`src/rtl/ntpod_pkg.sv`:
```
`default_nettype none

package ntpod_pkg;

  // result status codes
  localparam logic STATUS_OK     = 1'b0;
  localparam logic STATUS_REJECT = 1'b1;

  // fraction bits of the 32.32 timestamp format
  localparam int FRAC_BITS = 32;
  // theta >>> 22 must fit in 32 bits signed: bits 63..53 are all sign
  localparam int MS_SHIFT     = 22;
  localparam int MS_RANGE_LSB = MS_SHIFT + 31;

  // microseconds per second and the seconds limit at or above which delay saturates
  localparam logic [19:0] US_PER_SEC  = 20'd1000000;
  localparam logic [31:0] US_HI_LIMIT = 32'd4295;

  // input beat as captured
  typedef struct packed {
    logic [7:0]  stratum;
    logic [63:0] t1;
    logic [63:0] t2;
    logic [63:0] t3;
    logic [63:0] t4;
    logic        has_request;
    logic [63:0] req_xmt;
  } in_t;

  // timestamp differences
  typedef struct packed {
    logic        reject;
    logic [63:0] d21;
    logic [63:0] d34;
    logic [63:0] d41;
    logic [63:0] d32;
  } diff_t;

  // offset and delay in 32.32
  typedef struct packed {
    logic        reject;
    logic [63:0] theta;
    logic [63:0] delta;
  } base_t;

  // scaled partial results
  typedef struct packed {
    logic        reject;
    logic [63:0] theta;
    logic        ms_sat;
    logic [31:0] ms_val;
    logic        us_sat;
    logic [32:0] hi_us;
    logic [19:0] lo_us;
  } scaled_t;

endpackage

`default_nettype wire

```
`src/rtl/ntp_offset_delay_compute.sv`:
```
// throughput: one beat per cycle while out_ready stays high, set by a five-register pipeline
// (input, differences, offset/delay, scaling, output) with a ready chain
// reset: synchronous active-high rst clears all stage valid bits; payload is not reset
`default_nettype none

module ntp_offset_delay_compute (
  input  wire logic        clk,
  input  wire logic        rst,
  input  wire logic        in_valid,
  output logic             in_ready,
  input  wire logic [7:0]  stratum,
  input  wire logic [63:0] origin_time,
  input  wire logic [63:0] server_receive,
  input  wire logic [63:0] server_transmit,
  input  wire logic [63:0] arrival_time,
  input  wire logic        has_request,
  input  wire logic [63:0] request_transmit,
  output logic             out_valid,
  input  wire logic        out_ready,
  output logic             status,
  output logic signed [63:0] offset_ntp,
  output logic signed [31:0] offset_ms,
  output logic [31:0]      round_trip_us
);
  import ntpod_pkg::*;

  localparam int NSTAGE = 5;

  logic [NSTAGE-1:0] vld;
  logic [NSTAGE:0]   adv;

  in_t     s0;
  diff_t   s1, s1_next;
  base_t   s2, s2_next;
  scaled_t s3, s3_next;

  logic        status_next;
  logic [63:0] offset_ntp_next;
  logic [31:0] offset_ms_next;
  logic [31:0] round_trip_us_next;

  logic [64:0] sum_x;
  logic [63:0] sum;
  logic [63:0] ms_prod;
  logic [51:0] lo_prod;
  logic [33:0] us_total;

  // ready chain: a stage moves when it is empty or the next one moves
  always_comb begin
    adv[NSTAGE] = out_ready;
    for (int i = NSTAGE - 1; i >= 0; i--) begin
      adv[i] = !vld[i] || adv[i+1];
    end
  end

  assign in_ready  = adv[0];
  assign out_valid = vld[NSTAGE-1];

  // stage valid bits
  always_ff @(posedge clk) begin
    if (rst) begin
      vld <= '0;
    end else begin
      if (adv[0]) begin
        vld[0] <= in_valid;
      end
      for (int i = 1; i < NSTAGE; i++) begin
        if (adv[i]) begin
          vld[i] <= vld[i-1];
        end
      end
    end
  end

  // differences and reply checks
  always_comb begin
    s1_next.reject = (s0.stratum == 8'd0) ||
                     (s0.t3[63:FRAC_BITS] == '0) ||
                     (s0.t3[FRAC_BITS-1:0] == '0) ||
                     (s0.has_request && (s0.req_xmt != s0.t1));
    s1_next.d21 = s0.t2 - s0.t1;
    s1_next.d34 = s0.t3 - s0.t4;
    s1_next.d41 = s0.t4 - s0.t1;
    s1_next.d32 = s0.t3 - s0.t2;
  end

  // offset with halving toward zero, and round-trip delay
  always_comb begin
    sum = s1.d21 + s1.d34;
    sum_x = {sum[63], sum} + {64'd0, sum[63]};
    s2_next.reject = s1.reject;
    s2_next.theta  = sum_x[64:1];
    s2_next.delta  = s1.d41 - s1.d32;
  end

  // scaling: 1000 = 1024 - 16 - 8, delay split into seconds and fraction
  always_comb begin
    ms_prod = (s2.theta << 10) - (s2.theta << 4) - (s2.theta << 3);
    lo_prod = {20'd0, s2.delta[FRAC_BITS-1:0]} * {32'd0, US_PER_SEC};
    s3_next.reject = s2.reject;
    s3_next.theta  = s2.theta;
    s3_next.ms_sat = !((&s2.theta[63:MS_RANGE_LSB]) || !(|s2.theta[63:MS_RANGE_LSB]));
    s3_next.ms_val = ms_prod[63:FRAC_BITS];
    s3_next.us_sat = s2.delta[63:FRAC_BITS] >= US_HI_LIMIT;
    s3_next.hi_us  = {20'd0, s2.delta[FRAC_BITS+12:FRAC_BITS]} * {13'd0, US_PER_SEC};
    s3_next.lo_us  = lo_prod[51:FRAC_BITS];
  end

  // saturation and rejected-reply zeroing
  always_comb begin
    us_total = {1'b0, s3.hi_us} + {14'd0, s3.lo_us};
    if (s3.reject) begin
      status_next        = STATUS_REJECT;
      offset_ntp_next    = '0;
      offset_ms_next     = '0;
      round_trip_us_next = '0;
    end else begin
      status_next     = STATUS_OK;
      offset_ntp_next = s3.theta;
      if (s3.ms_sat) begin
        offset_ms_next = s3.theta[63] ? 32'h8000_0000 : 32'h7FFF_FFFF;
      end else begin
        offset_ms_next = s3.ms_val;
      end
      if (s3.us_sat || (us_total[33:32] != 2'd0)) begin
        round_trip_us_next = 32'hFFFF_FFFF;
      end else begin
        round_trip_us_next = us_total[31:0];
      end
    end
  end

  // pipeline payload registers
  always_ff @(posedge clk) begin
    if (adv[0]) begin
      s0.stratum     <= stratum;
      s0.t1          <= origin_time;
      s0.t2          <= server_receive;
      s0.t3          <= server_transmit;
      s0.t4          <= arrival_time;
      s0.has_request <= has_request;
      s0.req_xmt     <= request_transmit;
    end
    if (adv[1]) begin
      s1 <= s1_next;
    end
    if (adv[2]) begin
      s2 <= s2_next;
    end
    if (adv[3]) begin
      s3 <= s3_next;
    end
    if (adv[4]) begin
      status        <= status_next;
      offset_ntp    <= offset_ntp_next;
      offset_ms     <= offset_ms_next;
      round_trip_us <= round_trip_us_next;
    end
  end

endmodule

`default_nettype wire

```
`config.mk`:
```
export PLATFORM = sky130hd
export DESIGN_NAME = ntp_offset_delay_compute
export DESIGN_NICKNAME = d
export VERILOG_FILES = /design/src/rtl/ntpod_pkg.sv /design/src/rtl/ntp_offset_delay_compute.sv
export SDC_FILE = /design/constraint.sdc
export NUM_CORES = 2
export LEC_CHECK = 0
export BUFFER_PORTS_ARGS = -buffer_cell sky130_fd_sc_hd__buf_2
export CAP_MARGIN = 20
export CORE_UTILIZATION = 35
export CTS_CLUSTER_SIZE = 12
export DETAILED_ROUTE_END_ITERATION = 12
export GPL_TIMING_DRIVEN = 0
export PLACE_DENSITY = 0.49
export SLEW_MARGIN = 15
export SYNTH_ARGS = -nofsm -noshare
export SYNTH_HDL_FRONTEND = slang
export SYNTH_SLANG_ARGS = --single-unit
```
`constraint.sdc`:
```
create_clock -name clk -period 32.6 [get_ports clk]
set_clock_uncertainty 0.05 [all_clocks]
set_input_delay 3.26 -clock clk [delete_from_list [all_inputs] [get_ports clk]]
set_output_delay 3.26 -clock clk [all_outputs]
set_load 0.02 [all_outputs]
```
; ---- Yosys cells after proc, flatten, opt, wreduce, memory -nomap -nowiden
; Cells that the tools add are included.
[word_totals]
regBits = 995
latchBits = 0
ram_bits = 0
romBits = 0
word_cells = 73
mem_count = 0
[op_classes]
add_sub_neg = 10
mul = 2
n_div = 0
magnitude_cmp = 1
eq_ne = 1
n_shift = 0
muxes = 4
bitwise = 0
n_reduce_logical = 24
[op_table]
columns = op, n
row1 = $sub 64x64->64, 7
row2 = $mux 32, 3
row3 = $add 64x2->65, 1
row4 = $add 64x64->64, 1
row5 = $logic_not 32->1, 2
row6 = $ne 64x64->1, 1
row7 = $mul 32x14->46 const B, 1
row8 = $add 33x20->34, 1
row9 = $ge 32x13->1 const B, 1
row10 = $mul 13x14->27 const B, 1
row11 = $reduce_and 11->1, 1
row12 = $reduce_or 11->1, 1
row13 = $logic_or 1x1->1, 10
row14 = $logic_not 8->1, 1
row15 = $logic_not 1->1, 7
row16 = $reduce_bool 2->1, 1
row17 = $logic_and 1x1->1, 1
row18 = $mux 1, 1

; ---- Depth between registers and ports, before layout
[logic_depth]
depth_word = 6
mapped_depth = 23
depth_no_buf = 23

; ---- Worst setup path before layout
; OpenSTA, ideal clock, no wires.
[synth_timing]
path_type = input -> register
start = input out_ready
end = register s0[0] (netlist name) (enable)
arrival_ps = 11145
required_ps = 29223
setup_slack_ps = 18078
stages = 3
path_buffers = 0
path_cell_list = nor2b_1 and3_1 nand3_1
[synth_via]
elab_chain_cells = 5
[synth_lines]
columns = element, line_no
row1 = start: declaration, ntp_offset_delay_compute.sv:19  ; input wire logic out_ready,
row2 = $logic_or 1x1->1 (5 in series), ntp_offset_delay_compute.sv:52  ; adv[i] = !vld[i] || adv[i+1];
row3 = named net in_ready, ntp_offset_delay_compute.sv:10  ; output logic in_ready,
row4 = end: declaration, ntp_offset_delay_compute.sv:32  ; in_t s0;
; The timed path passes the listed nets, and every way through them passes these cells.
; A chain may end at the register's enable or synchronous reset.

; ---- Worst setup path in the final report
[layout_timing]
start = input out_ready
end = output in_ready
[layout_via]
elab_chain_cells = 5
[layout_lines]
columns = element, line_no
row1 = $logic_or 1x1->1 (5 in series), ntp_offset_delay_compute.sv:52
row2 = end: declaration, ntp_offset_delay_compute.sv:10
; Every way passes these cells.

==> impl_results.md <==
- Status: finished, final reports clean
- Post-synth ARST share: 0%
- Post-synthesis cell area: 70300 um^2
- Antenna violations before repair: 15
- Worst Tran Pin Value: 1.21 ns
- Crit-path max FO: 46
- Core area: 200000 um^2
- Cell area after layout: 80100 um^2
- RSZ-0062 raised after global routing: no
- Largest net degree at the start of global routing: 90
- Sinks on the clock net: 995
- Worst flop-to-flop path startpoint: s2[13]
- Total wire length: 210 mm
- Fill count: 19400
- Initial Util: 35.2%
- Crit Path Class: input pin to output pin
- Ports: 464
- CTS Root Cell: clkbuf_16
- Register-to-register setup slack: 25.82 ns
- Hold path start: s2[128]
- H-Tree Depth: 3
- Die H: roughly 450 um
- Synth cell types: between 100 and 150
- Post-Syn Area per Cell: 10.7 um^2
- Yosys Warn Count: 0
- Post_cts resized: 0
- Number of global-route vias before repair: 50300
- DRC violations left: 0
- Post-Syn Nets: 7830
- RR Endpoint: s3[19]
- WHS Endpoint: s3[151]
- Vias per Instance: 5.12
- Global route overflow: 0
- Main synth FF type: edfxtp_1
- Worst r2r path cells: 21
- Area of the multi-input gates: around 37000 um^2
- Area grow syn2layout: 14.0%
- Total track usage: 20.3%
- Vias: between 50000 and 60000
- Setup TNS: 0 ns
- Setup violations, final: 0
- Hold Path Class: register to register
- WL per Instance: ~21 um
- DR iter-0 viols: 3350
- Longest Clk Path Bufs: 3
- Clk slew on worst S/H paths: 0.06 ns
- Area occupied by registers: 29800 um^2
- Crit path DAT: 5.32 ns
- CTS tree: done
- First drt pass iteration count: 6
- Antenna-violating nets left: 0
- Synth Instances: 6551
- CP Data Required Time: 29.29 ns
- Final net count: between 8000 and 9000
- Hold path depth: 0
- Post-DP HPWL: 176 mm
- Post-CTS Hold Buffers: 0
- Number of I/O port buffers: 463
- Final min period: 8.63 ns
- Global-route wire length before repair: 310 mm
- Post-CTS setup buffer count: 0
- Slew HR: 18.6%
- Die Wd: 450 um
- Number of synthesized flops with an enable pin: between 900 and 1000
- Synth Register Bits: 995
- CP Launch Type: input pin
- Std cell rows: approximately 160
- Worst setup EP type: output pin
- Pins Over Slew Limit: 0
- Period utilisation layout: 26.5%
- Seq/Total Area, Yosys: a little over two fifths
- Number of CTS-inserted buffers: 114
- Number of max-cap violations: 0
- Area post-placement: between 70000 and 80000 um^2
- Die area: 203000 um^2
- Worst skew pair latency: 0.77 ns
- RD Place Congestion: approximately 0.93
- Fraction of layout cells with a size suffix above 1: 10.4%
- Fmax: ~0.12 GHz
- Final count of hold timing violations: 0
## state kept, by name (all words and copies together), names as in the netlist
signal	cells
status	1
vld	5
s2	129
s1	257
offset_ntp	64
s3	146
round_trip_us	32
offset_ms	32
s0	329
## cell usage after synthesis (16+ instances only)
cell type  instances  share of area (%)
o21a_1            64               0.68
nand2b_1          86               0.77
edfxtp_1         990                 42
fa_1             235                6.7
nand4_1          137                1.2
xor2_1           174                2.2
a21boi_0          26               0.28
a211oi_1          52               0.56
and3_1            59               0.53
nand3_1          118               0.84
ha_1             711                 13
nand2_1          320                1.7
a21oi_1          586                4.2
nor2b_1          137                1.2
o31ai_1           24               0.26
a31oi_1           51               0.45
o21ai_1           16               0.11
nor4_1            53               0.47
o21ai_0          281                2.0
or3_1             19               0.17
a21o_1           304                3.2
nor3_1            73               0.52
o211ai_1          28               0.30
clkbuf_1         142               0.76
o21bai_1          68               0.73
inv_1            739                3.9
nor2_1           283                1.5
or2_2             20               0.18
xnor2_1          386                4.8
a211o_1           17               0.21
a221oi_1          17               0.21
and2_1            46               0.41
and4_1            24               0.30
## layout make-up
class	count	area share [%]
clock inverter	67	0.953
buffer	166	0.822
timing repair buffer	481	3.39
multi-input combinational	4651	46.3
sequential	995	37.2
inverter	739	3.48
antenna	4	0.0125
clock buffer	134	3.68
tap	2656	4.15
## worst max-delay path, cell delays in order
cell and delay, ns:
buf_2 0.09, nor2b_1 0.48, and3_1 0.50, nand3_4 0.58, buf_2 0.39
## layout by cell type (no fill, tap or decap), drive strengths merged, types with 25 or more instances in the layout
cell	Yosys	layout
o21ai	297	297
a31oi	51	51
xnor2	386	386
nand3	121	121
o21bai	70	70
nand2b	86	86
o211ai	28	28
a211oi	52	52
a21o	304	304
and2	46	46
nor4	56	56
nor3	78	78
fa	235	235
edfxtp	990	990
nor2	283	283
o21a	65	65
nand4	142	142
xor2	175	175
nor2b	137	137
and3	59	59
a21boi	27	27
ha	711	711
o31ai	25	25
nand2	320	320
clkinv	0	39
a21oi	590	590
clkbuf	145	279
buf	21	502
inv	739	744
## how the worst max path moves through the flow
stage	from	to	slack (ns)
finish	out_ready	in_ready	23.97
detailed placement	out_ready	in_ready	23.91
global route	out_ready	in_ready	23.77
CTS	out_ready	in_ready	23.90
floorplan	out_ready	s0[0]	18.08
global placement	out_ready	in_ready	11.93
## kinds of logic after synthesis
family | synth area share (%)
compound gates | 15.4
flops | 42.4
fa+ha+maj | 19.3
mux | 0.117
simple gates | 10.8
buf+inv | 4.88
xor+xnor | 7.00
## through the flow
| step | utilization, % | std cells | setup slack, ns | hold slack, ns |
|---|---|---|---|---|
| final | 40.1 | 9893 | 23.97 | 0.373 |
| after global routing | 40.1 | 9891 | 23.77 | 0.387 |
| after CTS | 40.1 | 9889 | 23.90 | 0.376 |
| after detailed placement | 38.3 | 9688 | 23.91 | 0.362 |
| after global placement | 38.0 | 9670 | 11.93 | 0.361 |
| after floorplan | - | 6551 | 18.08 | 0.350 |
## layer usage
metal	part of all wire [%]	GRT usage (%)	up-vias	routed length, um
li1	-	-	24900	-
met4	2.9	6.09	8	6000
met3	5.0	2.64	247	10400
met2	44	31.9	1287	92200
met5	0.021	0	-	44
met1	48	28.9	24200	101000
Power is left out: the tool's default activity adds up to more than one toggle a clock period on the data nets, which glitch-free logic cannot reach.
